### src/rtl/mlkpc_pkg.sv
`timescale 1ns / 1ps
`default_nettype none

package mlkpc_pkg;

   localparam int unsigned COEFF_W = 16;
   localparam int unsigned BYTE_W  = 8;
   localparam int unsigned VAL_W   = 12;
   localparam int unsigned SYM_W   = 12;
   localparam int unsigned ACC_W   = 24;
   localparam int unsigned CNT_W   = 5;

   // symbol queue between front and back
   localparam int unsigned Q_DEPTH = 4;
   localparam int unsigned Q_PTR_W = $clog2(Q_DEPTH);
   localparam int unsigned Q_CNT_W = $clog2(Q_DEPTH + 1);
   // queue fill plus the two front stages
   localparam int unsigned Q_LVL_W = Q_CNT_W + 1;

   // control register port
   localparam int unsigned CSR_IDX_W  = 2;
   localparam int unsigned CSR_DATA_W = 2;
   localparam logic [CSR_IDX_W-1:0] REG_DIRECTION = 2'd0;
   localparam logic [CSR_IDX_W-1:0] REG_FORMAT    = 2'd1;

   localparam logic DIR_ENCODE = 1'b0;
   localparam logic DIR_DECODE = 1'b1;

   localparam logic [1:0] FMT_PLAIN = 2'd0;
   localparam logic [1:0] FMT_DU10  = 2'd1;
   localparam logic [1:0] FMT_DV4   = 2'd2;

   localparam int unsigned Q_MOD  = 3329;
   localparam int unsigned HALF_Q = 1664;

   // mod q of a biased coefficient: quotient estimate by u*314 >> 20, low by at most one
   localparam int unsigned RED_W      = 17;
   localparam int unsigned RED_BIAS   = 33290;
   localparam int unsigned RED_RECIP  = 314;
   localparam int unsigned RED_SHIFT  = 20;
   localparam int unsigned RED_PROD_W = 26;
   localparam int unsigned QH_W       = 5;

   // compress divide by q: exact for numerators below 2^22 with this reciprocal
   localparam int unsigned CMP_W      = 22;
   localparam int unsigned CMP_RECIP  = 5160670;
   localparam int unsigned CMP_SHIFT  = 34;
   localparam int unsigned CMP_PROD_W = 45;
   localparam int unsigned CMP_Q_W    = 11;

   // decompress product width
   localparam int unsigned DC_W = 24;

   typedef struct packed {
      logic       dir;
      logic [1:0] fmt;
   } cfg_type;

   function automatic logic [3:0] group_bits(input logic [1:0] fmt);
      logic [3:0] bits;
      case (fmt)
         FMT_DU10: bits = 4'd10;
         FMT_DV4:  bits = 4'd4;
         default:  bits = 4'd12;
      endcase
      return bits;
   endfunction

   function automatic logic [SYM_W-1:0] group_mask(input logic [1:0] fmt);
      logic [SYM_W-1:0] mask;
      case (fmt)
         FMT_DU10: mask = 12'h3FF;
         FMT_DV4:  mask = 12'h00F;
         default:  mask = 12'hFFF;
      endcase
      return mask;
   endfunction

   function automatic logic is_compressed(input logic [1:0] fmt);
      return (fmt == FMT_DU10) || (fmt == FMT_DV4);
   endfunction

endpackage

`default_nettype wire

### src/rtl/mlkpc_front.sv
`timescale 1ns / 1ps
`default_nettype none

module mlkpc_front import mlkpc_pkg::*; (
   input  logic                      clock,
   input  logic                      reset,
   input  cfg_type                   cfg,
   input  logic                      req_valid,
   output logic                      req_ready,
   input  logic signed [COEFF_W-1:0] req_coeff_in,
   input  logic [BYTE_W-1:0]         req_byte_in,
   input  logic [Q_CNT_W-1:0]        q_count,
   output logic                      push,
   output logic [SYM_W-1:0]          push_sym
);

   logic                  accept;
   logic [Q_LVL_W-1:0]    level;
   logic                  s1_v_ff, s1_v_in;
   logic                  s2_v_ff, s2_v_in;
   logic [RED_W-1:0]      s1_u_ff, s1_u_in;
   logic [QH_W-1:0]       s1_qh_ff, s1_qh_in;
   logic [SYM_W-1:0]      s2_sym_ff, s2_sym_in;
   logic [RED_PROD_W-1:0] red_prod;
   logic [RED_W-1:0]      red_sub;
   logic [RED_W-1:0]      red_r;
   logic [CMP_W-1:0]      cmp_num;
   logic [CMP_PROD_W-1:0] cmp_prod;
   logic [CMP_Q_W-1:0]    cmp_q;

   // credit check: everything in flight must find a queue slot
   assign level = Q_LVL_W'(q_count) + Q_LVL_W'(s1_v_ff) + Q_LVL_W'(s2_v_ff);
   assign req_ready = level < Q_LVL_W'(Q_DEPTH);
   assign accept = req_valid && req_ready;

   // stage 1: bias coefficient positive (decode takes the byte as is), estimate quotient by q
   always_comb begin
      if (cfg.dir == DIR_DECODE) begin
         s1_u_in = RED_W'(req_byte_in);
      end else begin
         s1_u_in = RED_W'(req_coeff_in) + RED_W'(RED_BIAS);
      end
      red_prod = RED_PROD_W'(s1_u_in) * RED_PROD_W'(RED_RECIP);
      s1_qh_in = red_prod[RED_SHIFT +: QH_W];
      s1_v_in  = accept;
   end

   // stage 2: remainder with one correction step; decode passes the byte through
   always_comb begin
      red_sub = s1_u_ff - RED_W'(s1_qh_ff) * RED_W'(Q_MOD);
      red_r   = (red_sub >= RED_W'(Q_MOD)) ? red_sub - RED_W'(Q_MOD) : red_sub;
      if (cfg.dir == DIR_DECODE) begin
         s2_sym_in = SYM_W'(s1_u_ff[BYTE_W-1:0]);
      end else begin
         s2_sym_in = red_r[SYM_W-1:0];
      end
      s2_v_in = s1_v_ff;
   end

   // stage 3: rounding compress in encode with a compressed format, written straight into the queue
   always_comb begin
      cmp_num  = (CMP_W'(s2_sym_ff) << group_bits(cfg.fmt)) + CMP_W'(HALF_Q);
      cmp_prod = CMP_PROD_W'(cmp_num) * CMP_PROD_W'(CMP_RECIP);
      cmp_q    = cmp_prod[CMP_SHIFT +: CMP_Q_W];
      if (cfg.dir == DIR_ENCODE && is_compressed(cfg.fmt)) begin
         push_sym = SYM_W'(cmp_q) & group_mask(cfg.fmt);
      end else begin
         push_sym = s2_sym_ff;
      end
   end

   assign push = s2_v_ff;

   always_ff @(posedge clock) begin
      if (reset) begin
         s1_v_ff <= 1'b0;
         s2_v_ff <= 1'b0;
      end else begin
         s1_v_ff <= s1_v_in;
         s2_v_ff <= s2_v_in;
      end
   end

   always_ff @(posedge clock) begin
      s1_u_ff   <= s1_u_in;
      s1_qh_ff  <= s1_qh_in;
      s2_sym_ff <= s2_sym_in;
   end

endmodule

`default_nettype wire

### src/rtl/mlkpc_fifo.sv
`timescale 1ns / 1ps
`default_nettype none

module mlkpc_fifo import mlkpc_pkg::*; (
   input  logic               clock,
   input  logic               reset,
   input  logic               push,
   input  logic [SYM_W-1:0]   push_sym,
   input  logic               pop,
   output logic [SYM_W-1:0]   head_sym,
   output logic [Q_CNT_W-1:0] count
);

   logic [SYM_W-1:0]   mem_ff [Q_DEPTH];
   logic [Q_PTR_W-1:0] wr_ptr_ff, wr_ptr_in;
   logic [Q_PTR_W-1:0] rd_ptr_ff, rd_ptr_in;
   logic [Q_CNT_W-1:0] count_ff, count_in;

   always_comb begin
      wr_ptr_in = push ? wr_ptr_ff + Q_PTR_W'(1) : wr_ptr_ff;
      rd_ptr_in = pop ? rd_ptr_ff + Q_PTR_W'(1) : rd_ptr_ff;
      count_in  = count_ff + Q_CNT_W'(push) - Q_CNT_W'(pop);
   end

   assign head_sym = mem_ff[rd_ptr_ff];
   assign count    = count_ff;

   always_ff @(posedge clock) begin
      if (reset) begin
         wr_ptr_ff <= '0;
         rd_ptr_ff <= '0;
         count_ff  <= '0;
      end else begin
         wr_ptr_ff <= wr_ptr_in;
         rd_ptr_ff <= rd_ptr_in;
         count_ff  <= count_in;
      end
   end

   always_ff @(posedge clock) begin
      if (push) begin
         mem_ff[wr_ptr_ff] <= push_sym;
      end
   end

endmodule

`default_nettype wire

### src/rtl/mlkpc_back.sv
`timescale 1ns / 1ps
`default_nettype none

module mlkpc_back import mlkpc_pkg::*; (
   input  logic               clock,
   input  logic               reset,
   input  cfg_type            cfg,
   input  logic               clear,
   input  logic               q_nempty,
   input  logic [SYM_W-1:0]   q_sym,
   output logic               q_pop,
   output logic               rsp_valid,
   input  logic               rsp_ready,
   output logic [VAL_W-1:0]   rsp_value_out,
   output logic               rsp_last,
   output logic [CNT_W-1:0]   bit_cnt
);

   logic [ACC_W-1:0] acc_ff, acc_in;
   logic [CNT_W-1:0] cnt_ff, cnt_in;
   logic             rsp_valid_ff, rsp_valid_in;
   logic [VAL_W-1:0] value_ff, value_in;
   logic             last_ff, last_in;

   logic             enc;
   logic [3:0]       d;
   logic [3:0]       thr;
   logic [3:0]       width;
   logic             have;
   logic             merge;
   logic [ACC_W-1:0] mrg_acc, cur_acc;
   logic [CNT_W-1:0] mrg_cnt, cur_cnt, rest_cnt;
   logic             grp_ready;
   logic             out_free;
   logic             emit;
   logic             quiet;
   logic [SYM_W-1:0] dc_t;
   logic [DC_W-1:0]  dc_prod;
   logic [DC_W-1:0]  dc_rnd;
   logic [VAL_W-1:0] dc_val;

   always_comb begin
      enc   = (cfg.dir == DIR_ENCODE);
      d     = group_bits(cfg.fmt);
      // encode drains bytes and fills by groups, decode the other way round
      thr   = enc ? 4'(BYTE_W) : d;
      width = enc ? d : 4'(BYTE_W);

      have  = cnt_ff >= CNT_W'(thr);
      merge = !have && q_nempty;

      mrg_acc = acc_ff | (ACC_W'(q_sym) << cnt_ff);
      mrg_cnt = cnt_ff + CNT_W'(width);
      cur_acc = have ? acc_ff : mrg_acc;
      cur_cnt = have ? cnt_ff : mrg_cnt;

      grp_ready = (have || merge) && (cur_cnt >= CNT_W'(thr));
      out_free  = !rsp_valid_ff || rsp_ready;
      emit      = !clear && grp_ready && out_free;
      // symbol absorbed without completing a result
      quiet     = !clear && merge && !grp_ready;
      rest_cnt  = cur_cnt - CNT_W'(thr);

      q_pop = merge && (emit || quiet);

      if (clear) begin
         acc_in = '0;
         cnt_in = '0;
      end else if (emit) begin
         acc_in = cur_acc >> thr;
         cnt_in = rest_cnt;
      end else if (quiet) begin
         acc_in = mrg_acc;
         cnt_in = mrg_cnt;
      end else begin
         acc_in = acc_ff;
         cnt_in = cnt_ff;
      end
   end

   // decompress: (t*q + 2^(d-1)) >> d
   always_comb begin
      dc_t    = cur_acc[SYM_W-1:0] & group_mask(cfg.fmt);
      dc_prod = DC_W'(dc_t) * DC_W'(Q_MOD);
      dc_rnd  = dc_prod + (DC_W'(1) << (d - 4'd1));
      dc_val  = VAL_W'(dc_rnd >> d);
   end

   always_comb begin
      if (enc) begin
         value_in = VAL_W'(cur_acc[BYTE_W-1:0]);
      end else if (is_compressed(cfg.fmt)) begin
         value_in = dc_val;
      end else begin
         value_in = cur_acc[VAL_W-1:0];
      end
      last_in = rest_cnt < CNT_W'(thr);

      if (emit) begin
         rsp_valid_in = 1'b1;
      end else if (rsp_ready) begin
         rsp_valid_in = 1'b0;
      end else begin
         rsp_valid_in = rsp_valid_ff;
      end
   end

   always_ff @(posedge clock) begin
      if (reset) begin
         acc_ff       <= '0;
         cnt_ff       <= '0;
         rsp_valid_ff <= 1'b0;
      end else begin
         acc_ff       <= acc_in;
         cnt_ff       <= cnt_in;
         rsp_valid_ff <= rsp_valid_in;
      end
   end

   always_ff @(posedge clock) begin
      if (emit) begin
         value_ff <= value_in;
         last_ff  <= last_in;
      end
   end

   assign rsp_valid     = rsp_valid_ff;
   assign rsp_value_out = value_ff;
   assign rsp_last      = last_ff;
   assign bit_cnt       = cnt_ff;

endmodule

`default_nettype wire

### src/rtl/mlkem_poly_compress_pack_codec.sv
// path: two front stages (mod-q reduction), one queue slot, then the output register
// throughput: one input item per cycle while credit allows, bounded by one result per
// cycle at the output register while rsp_ready holds; an item that yields two results
// holds the back end until both are emitted
// reset: synchronous; selects encode direction with plain 12-bit format, empties the
// pipeline, the symbol queue and the bit accumulator
`timescale 1ns / 1ps
`default_nettype none

module mlkem_poly_compress_pack_codec import mlkpc_pkg::*; (
   input  logic                      clock,
   input  logic                      reset,
   input  logic                      req_valid,
   output logic                      req_ready,
   input  logic signed [COEFF_W-1:0] req_coeff_in,
   input  logic [BYTE_W-1:0]         req_byte_in,
   output logic                      rsp_valid,
   input  logic                      rsp_ready,
   output logic [VAL_W-1:0]          rsp_value_out,
   output logic                      rsp_last,
   input  logic                      csr_wr_en,
   input  logic [CSR_IDX_W-1:0]      csr_index,
   input  logic [CSR_DATA_W-1:0]     csr_wdata
);

   logic               dir_ff, dir_in;
   logic [1:0]         fmt_ff, fmt_in;
   cfg_type            cfg;
   logic               csr_hit;
   logic               push;
   logic [SYM_W-1:0]   push_sym;
   logic               q_pop;
   logic [SYM_W-1:0]   q_sym;
   logic [Q_CNT_W-1:0] q_count;
   logic [CNT_W-1:0]   bit_cnt;

   // any write to a defined register also drops the pending bits
   always_comb begin
      csr_hit = csr_wr_en && (csr_index == REG_DIRECTION || csr_index == REG_FORMAT);
      dir_in  = dir_ff;
      fmt_in  = fmt_ff;
      if (csr_wr_en) begin
         case (csr_index)
            REG_DIRECTION: dir_in = csr_wdata[0];
            REG_FORMAT:    fmt_in = csr_wdata[1:0];
            default: begin
               dir_in = dir_ff;
               fmt_in = fmt_ff;
            end
         endcase
      end
   end

   always_ff @(posedge clock) begin
      if (reset) begin
         dir_ff <= DIR_ENCODE;
         fmt_ff <= FMT_PLAIN;
      end else begin
         dir_ff <= dir_in;
         fmt_ff <= fmt_in;
      end
   end

   assign cfg.dir = dir_ff;
   assign cfg.fmt = fmt_ff;

   mlkpc_front u_front (
      .clock        (clock),
      .reset        (reset),
      .cfg          (cfg),
      .req_valid    (req_valid),
      .req_ready    (req_ready),
      .req_coeff_in (req_coeff_in),
      .req_byte_in  (req_byte_in),
      .q_count      (q_count),
      .push         (push),
      .push_sym     (push_sym)
   );

   mlkpc_fifo u_fifo (
      .clock    (clock),
      .reset    (reset),
      .push     (push),
      .push_sym (push_sym),
      .pop      (q_pop),
      .head_sym (q_sym),
      .count    (q_count)
   );

   mlkpc_back u_back (
      .clock         (clock),
      .reset         (reset),
      .cfg           (cfg),
      .clear         (csr_hit),
      .q_nempty      (q_count != '0),
      .q_sym         (q_sym),
      .q_pop         (q_pop),
      .rsp_valid     (rsp_valid),
      .rsp_ready     (rsp_ready),
      .rsp_value_out (rsp_value_out),
      .rsp_last      (rsp_last),
      .bit_cnt       (bit_cnt)
   );

`ifndef SYNTHESIS
   // credit scheme must never overfill the symbol queue
   a_queue_bound: assert property (@(posedge clock) disable iff (reset)
      q_count <= Q_CNT_W'(Q_DEPTH))
      else $error("symbol queue overflow");

   // pending bits stay below one byte plus one widest group
   a_acc_bound: assert property (@(posedge clock) disable iff (reset)
      bit_cnt < CNT_W'(BYTE_W + SYM_W))
      else $error("bit accumulator overfilled");

   a_csr_clear: assert property (@(posedge clock) disable iff (reset)
      csr_hit |=> bit_cnt == '0)
      else $error("register write did not drop pending bits");

   // nothing is popped from an empty queue
   a_pop_nonempty: assert property (@(posedge clock) disable iff (reset)
      q_pop |-> q_count != '0)
      else $error("pop from empty symbol queue");
`endif

endmodule

`default_nettype wire

### config.mk
export PLATFORM = sky130hd
export DESIGN_NAME = mlkem_poly_compress_pack_codec
export DESIGN_NICKNAME = d
export VERILOG_FILES = /design/src/rtl/mlkpc_pkg.sv /design/src/rtl/mlkpc_front.sv /design/src/rtl/mlkpc_fifo.sv /design/src/rtl/mlkpc_back.sv /design/src/rtl/mlkem_poly_compress_pack_codec.sv
export SDC_FILE = /design/constraint.sdc
export NUM_CORES = 1
export LEC_CHECK = 0
export BUFFER_PORTS_ARGS = -buffer_cell sky130_fd_sc_hd__buf_2
export CORE_AREA = 2 2 223 225
export DETAILED_ROUTE_END_ITERATION = 12
export DIE_AREA = 0 0 225 227
export PLACE_DENSITY_LB_ADDON = 0.05
export SETUP_SLACK_MARGIN = 0.1
export SYNTH_ARGS = -nofsm -noshare
export SYNTH_HDL_FRONTEND = slang
export SYNTH_SLANG_ARGS = --single-unit
### constraint.sdc
create_clock -name clock -period 28.5 [get_ports clock]
set_input_delay 1.425 -clock clock [delete_from_list [all_inputs] [get_ports clock]]
set_output_delay 1.425 -clock clock [all_outputs]
set_load 0.03 [all_outputs]
Yosys cells after proc, flatten, opt, wreduce, memory -nomap -nowiden
Memory sizes are Yosys's and may differ from the RTL's. A register that Yosys moved wholly into a read port is not among the register bits.
Cells that the tools add are included.
{"block": "classes", "multipliers": 4, "reduce_logical": 26, "n_mux": 23, "order_cmp": 5, "n_bitwise": 4, "addsub": 14, "shift": 5, "n_eq_ne": 3}
{"operator": "24-bit two-way mux", "count": 3}
{"operator": "12-bit two-way mux", "count": 4}
{"operator": "22-bit by 22-bit multiplier with 44-bit output, second input constant", "count": 1}
{"operator": "24-bit adder", "count": 1}
{"operator": "12-bit by 12-bit multiplier with 24-bit output, second input constant", "count": 1}
{"operator": "17-bit by 8-bit multiplier with 24-bit output, second input constant", "count": 1}
{"operator": "24-bit OR", "count": 1}
{"operator": "12-bit one-hot mux with 2 select lines", "count": 1}
{"operator": "1-bit by 4-bit left shift with 24-bit output, first input constant", "count": 1}
{"operator": "12-bit by 5-bit left shift with 24-bit output", "count": 1}
{"operator": "24-bit by 4-bit >> shifter with 12-bit output", "count": 1}
{"operator": "24-bit by 4-bit >> shifter with 24-bit output", "count": 1}
{"operator": "22-bit by 11-bit adder with 22-bit output, second input constant", "count": 1}
{"operator": "12-bit by 4-bit left shift with 22-bit output", "count": 1}
{"operator": "17-bit by 16-bit adder with 17-bit output, second input constant", "count": 1}
{"operator": "17-bit by 12-bit greater-or-equal comparator with 1-bit output, second input constant", "count": 1}
{"operator": "5-bit by 12-bit multiplier with 17-bit output, second input constant", "count": 1}
{"operator": "17-bit two-way mux", "count": 1}
{"operator": "17-bit subtractor", "count": 1}
{"operator": "8-bit two-way mux", "count": 2}
{"operator": "5-bit two-way mux", "count": 3}
{"operator": "11-bit by 12-bit AND with 12-bit output", "count": 1}
{"operator": "12-bit AND", "count": 1}
{"operator": "12-bit subtractor, second input constant", "count": 1}
{"operator": "other kinds (26)", "count": 52}
{"block": "totals", "inputBits": 33, "reg_bits": 89, "n_memories": 1, "out_inout_bits": 15, "mem_bits_rw": 48, "word_cells": 102}
{"name": "u_fifo.mem_ff", "words": 4, "width": 12, "read_ports": 1, "rd_clocked_by_memory_dff": 1, "wr": 1, "line": "mlkpc_fifo.sv:14", "text": "logic [SYM_W-1:0] mem_ff [Q_DEPTH];"}

Longest topological paths before layout
{"block": "depth", "word_depth": 14, "mapped_depth": 37, "depth_no_buf": 35}

By module
From an unflattened synthesis, not the netlist that was laid out.
{"block": "hier_totals", "cells_unflattened": 2614, "hier_area_um2": 24388.4}
{"module": "mlkpc_front", "seq_area_each_um2": 720.7, "area_per_inst_um2": 15158.3, "cells_per_inst": 1632, "instances": 1}
{"module": "mlkpc_back", "seq_area_each_um2": 970.9, "area_per_inst_um2": 6912.9, "cells_per_inst": 865, "instances": 1}
{"module": "mlkpc_fifo", "seq_area_each_um2": 1621.6, "area_per_inst_um2": 2163.3, "cells_per_inst": 102, "instances": 1}
{"module": "mlkem_poly_compress_pack_codec", "seq_area_each_um2": 60.1, "area_per_inst_um2": 153.9, "cells_per_inst": 15, "instances": 1}

Least setup slack after synthesis
Ideal clock, no wire load.
{"block": "synth_timing", "kind": "reg-to-reg", "start": "register fmt_ff[1]", "end": "memory u_fifo.mem_ff[0][6] (data pin)", "stages_incl_launch_ff": 35, "path_buffers": 1, "required_ns": 28.234, "setup_time_ns": 0.266, "setup_slack_ns": 19.574, "arrival_ns": 8.660, "period_less_slack_ns": 8.926, "cell_sequence": "dfxtp_1 inv_1 ha_1 buf_6 mux4_2 nand2_1 inv_1 ha_1 or3b_1 xnor2_1 inv_1 ha_1 a21oi_1 inv_1 ha_1 xnor2_1 fa_1 inv_1 fa_1 inv_1 fa_1 inv_1 fa_1 inv_1 fa_1 inv_1 ha_1 a21o_1 a2111oi_0 a211oi_1 nor4b_1 o32ai_1 o21bai_1 xor2_1 a22o_1"}
{"block": "synth_between", "elab_chain_cells": 7, "word_cells_on_any_way": 12, "cone_classes": "add/sub: 1; mul: 1; eq/ne: 2; shift: 1; mux: 4; bitwise: 1; reduce/logical: 2"}
{"element": "start: declaration", "line": "mlkem_poly_compress_pack_codec.sv:27", "text": "logic [1:0] fmt_ff, fmt_in;"}
{"element": "start signal: assignment", "line": "mlkem_poly_compress_pack_codec.sv:60", "text": "fmt_ff <= fmt_in;"}
{"element": "2-bit equality test or 2-bit by 1-bit equality test with 1-bit output (tied branches)", "line": "mlkpc_pkg.sv:61, mlkpc_pkg.sv:71, mlkpc_pkg.sv:80"}
{"element": "4-bit one-hot mux with 2 select lines", "line": "mlkpc_pkg.sv:61", "text": "case (fmt)"}
{"element": "12-bit by 4-bit left shift with 22-bit output", "line": "mlkpc_front.sv:62", "text": "cmp_num = (CMP_W'(s2_sym_ff) << group_bits(cfg.fmt)) + CMP_W'(HALF_Q);"}
{"element": "22-bit by 11-bit adder with 22-bit output", "line": "mlkpc_front.sv:62"}
{"element": "22-bit by 22-bit multiplier with 44-bit output", "line": "mlkpc_front.sv:63", "text": "cmp_prod = CMP_PROD_W'(cmp_num) * CMP_PROD_W'(CMP_RECIP);"}
{"element": "11-bit by 12-bit AND with 12-bit output", "line": "mlkpc_front.sv:66", "text": "push_sym = SYM_W'(cmp_q) & group_mask(cfg.fmt);"}
{"element": "12-bit two-way mux (*)", "line": "mlkpc_front.sv:65", "text": "if (cfg.dir == DIR_ENCODE && is_compressed(cfg.fmt)) begin"}
{"element": "net push_sym[6]", "line": "mlkem_poly_compress_pack_codec.sv:31", "text": "logic [SYM_W-1:0] push_sym;"}
{"element": "end: declaration", "line": "mlkpc_fifo.sv:14"}
Mark *: on every way through the listed nets, which the timed path passes. The rest lies on a longest branch. The select of a mux whose other input is x is not followed.

Worst setup path in the final report
{"block": "layout_timing", "start": "register fmt_ff[0]", "end": "memory u_fifo.mem_ff[0][6] (data pin)"}
The elaborated chain is that of the path after synthesis.

==> run summary <==
IO Pins: 48
Antenna diodes: 0
Setup crit end kind: flip-flop
launch instance of the worst register-to-register path: fmt_ff[0]$_SDFFE_PP0P_
CTS tree: done
master of the slowest instance on the critical path: sky130_fd_sc_hd__mux4_2
post-cts gate resize count: 0
number of I/O port buffers: 47
number of maximum-capacitance violations: 0
largest stage delay on the critical path: 0.62 ns
setup slack, reg-to-reg: 18.07 ns
HPWL after DPL: 53400 um
cell repeated most along the worst path: sky130_fd_sc_hd__inv_1
# rows: 81
Slew headroom: 14.5%
Slew @ Worst Pin: 1.27 ns
detailed-route wire length per cell: 19.3 um
total number of nets in the final design: 3318
number of vias after detailed routing: 18000
Filler cells: 4542
detailed router's first-iteration violation count: 1187
most used flip-flop cell after synthesis: sky130_fd_sc_hd__dfxtp_1
Initial DRT Pass Iterations: 5
RSZ-0062 raised after global routing: no
area of the die: 0.0511 mm2
required time of the critical path: 28.65 ns
Setup TNS: 0 ns
number of flops mapped to enable cells by yosys: 61
Yosys cell types: 107
number of CTS-inserted buffers: 17
horizontal die dimension: 225 um
startpoint of the worst hold path: u_back.acc_ff[23]$_SDFFE_PP0N_
via-per-instance ratio: 5.54
overall overflow remaining after global route: 0
critical register-to-register path endpoint: u_fifo.mem_ff[0][6]$_DFFE_PP_
number of antenna-violating nets in the routed design: 0
aggregate routed wire length: 62500 um
initial standard-cell utilization of the core: 49.4%
largest delay contributor family on the critical path: adder cells
Worst EP arrival: 10.57 ns
CTS Root Cell: sky130_fd_sc_hd__clkbuf_16
Hold Crit Class: flip-flop to flip-flop
Max clock buf depth: 2
post-synthesis cell area: 0.0240 mm2
via count of the first global-routing pass: 18400
clock tree sinks: 138
final setup skew: 0.0132 ns
Post-CTS Repair Setup Buffers: 0
achievable clock frequency: 95.9 MHz
Syn Inst Count: 2576
number of cells on the worst reg-to-reg path: 33
average size of a mapped cell: 9.31 um2
sequential area share after synthesis: 14.1%
Hold Path Cell Cnt: 2
core area: 0.0485 mm2
fraction of layout instances using a drive strength above 1: 7.43%
period utilisation layout: 36.6%
classification of the worst setup path: flip-flop to flip-flop
CTS Hold Bufs: 0
wire length of the first global-routing pass: 101000 um
Setup-failing EPs final: 0
Clk Latency, worst-skew pair: 0.42 ns
total buffers and inverters traversed by the critical path: 9
H-tree depth: 4
minimum clock period after layout: 10.43 ns
highest fanout seen on the critical path: 34
flip-flop and latch count after synthesis: 138
global router's overall resource usage: 25.5%
vertical extent of the die: 227 um
Final GP Congestion: 0.942
number of max-slew violations in the final report: 0
largest net degree at the start of global routing: 46
type of origin of the critical path: flip-flop
clock-pin slew on the worst setup and hold paths: 0.07 ns
initial antenna violation count: 0
share of synthesized flip-flops with an asynchronous set or reset: 0%
total of warnings raised by yosys: 0
Worst Hold Path EP: u_back.acc_ff[23]$_SDFFE_PP0N_
Final Hold Viols: 0
status: finished clean
number of DRC violations after detailed routing: 0
Synth-to-Final Area Change: 6.26%
worst min-delay path, cell delays in order (launching register included):
cell and delay (ns):
sky130_fd_sc_hd__dfxtp_1 0.31, sky130_fd_sc_hd__nand2_1 0.05, sky130_fd_sc_hd__a21oi_1 0.05
metrics by stage:
stage	worst slack, ns	std cells	util, %	cell area, um2	hold WS (ns)
global route	17.46	3245	52.5	25500	0.496
global placement	18.43	3213	51.3	24900	0.445
CTS	18.13	3245	52.5	25500	0.463
floorplan	19.57	2589	-	24000	0.428
finish	18.07	3245	52.5	25500	0.468
detailed placement	18.18	3213	51.3	24900	0.454
area by class of cell:
| type | instances | area [um2] | share of cell area [%] |
|---|---|---|---|
| tap | 622 | 778 | 3.05 |
| multi-input combinational | 1847 | 18300 | 72.0 |
| timing repair buffer | 71 | 415 | 1.63 |
| inverter | 535 | 2010 | 7.88 |
| clock buffer | 24 | 514 | 2.02 |
| sequential | 138 | 3370 | 13.2 |
| clock inverter | 8 | 56.3 | 0.221 |
sequential cells by signal, summed over array words and instances, names as in the netlist, named ones only:
signal and flops:
u_fifo.wr_ptr_ff 2, u_front.s1_u_ff 17, u_front.s1_qh_ff 5, u_back.acc_ff 24, u_fifo.count 3, dir_ff 1
u_front.push 1, u_front.s1_v_ff 1, u_back.rsp_value_out 12, u_front.s2_sym_ff 12, u_fifo.mem_ff 48, u_back.rsp_last 1
u_back.bit_cnt 4, fmt_ff 2, u_back.rsp_valid 1, u_fifo.rd_ptr_ff 2
synthesized netlist by cell type (all sizes together) (5+ instances only):
library cell / instances / share of area (%)
a2111oi: 6 / 0.27
a311oi: 7 / 0.26
o22ai: 11 / 0.34
ha: 406 / 21
nand3: 37 / 0.77
fa: 269 / 22
nand4: 14 / 0.37
o211ai: 19 / 0.62
a31oi: 16 / 0.42
and3: 21 / 0.55
or2: 16 / 0.42
a211oi: 28 / 0.90
inv: 533 / 8.3
edfxtp: 61 / 7.6
a21oi: 116 / 2.5
nand2b: 21 / 0.61
or3: 9 / 0.28
o21ai: 93 / 2.0
xnor2: 76 / 3.0
o21a: 8 / 0.25
mux2: 16 / 0.75
o32ai: 5 / 0.18
o221ai: 6 / 0.22
and2: 22 / 0.59
a21o: 52 / 1.6
o21bai: 9 / 0.28
xor2: 43 / 1.7
o31ai: 9 / 0.28
nand2: 147 / 2.4
clkbuf: 50 / 0.80
nor4: 11 / 0.37
nor2b: 15 / 0.42
buf: 19 / 0.54
mux2i: 51 / 2.1
dfxtp: 77 / 6.4
a22o: 9 / 0.33
nor3: 41 / 0.90
a221oi: 8 / 0.29
mux4: 18 / 1.8
nor2: 124 / 2.0
per-layer routing:
layer / vias to the layer above / routed length [um] / global-route usage [%]
li1: 8702 / - / -
met1: 8776 / 29000 / 36.1
met2: 449 / 29300 / 42.3
met3: 61 / 2970 / 3.01
met4: 0 / 1240 / 5.40
met5: - / 0 / 0
worst max-delay path by stage:
| stage | start | to | cells past startpoint |
|---|---|---|---|
| after global routing | fmt_ff[0]$_SDFFE_PP0P_ | u_fifo.mem_ff[2][7]$_DFFE_PP_ | 33 |
| after CTS | fmt_ff[0]$_SDFFE_PP0P_ | u_fifo.mem_ff[0][6]$_DFFE_PP_ | 33 |
| after floorplan | fmt_ff[1]$_SDFFE_PP0P_ | u_fifo.mem_ff[0][6]$_DFFE_PP_ | 34 |
| after detailed placement | fmt_ff[0]$_SDFFE_PP0P_ | u_fifo.mem_ff[1][6]$_DFFE_PP_ | 33 |
| final | fmt_ff[0]$_SDFFE_PP0P_ | u_fifo.mem_ff[0][6]$_DFFE_PP_ | 33 |
| after global placement | fmt_ff[1]$_SDFFE_PP0P_ | u_fifo.mem_ff[0][6]$_DFFE_PP_ | 34 |
kinds of logic after synthesis:
kind of cell / count (synthesis) / synth area share (%)
fa+ha+maj: 675 / 43.6
buf+inv: 604 / 9.71
simple gates: 494 / 10.2
compound gates: 460 / 13.1
flops: 138 / 14.1
xor+xnor: 119 / 4.64
mux: 85 / 4.65
other cells: 1 / 0.0156
cell usage in the layout, fill, tap and decap left out, drive strengths merged, types with 19 or more instances in the layout:
master / n
edfxtp: 61
and2: 22
nor3: 41
inv: 537
dfxtp: 77
clkbuf: 24
ha: 406
and3: 21
fa: 269
o21ai: 93
a211oi: 28
nand2: 147
nand3: 37
mux2i: 51
nand2b: 21
a21o: 52
buf: 71
o211ai: 19
xor2: 43
a21oi: 116
xnor2: 76
nor2: 124
Power is left out: the tool's default activity adds up to more than one toggle a clock period on the data nets, which glitch-free logic cannot reach.
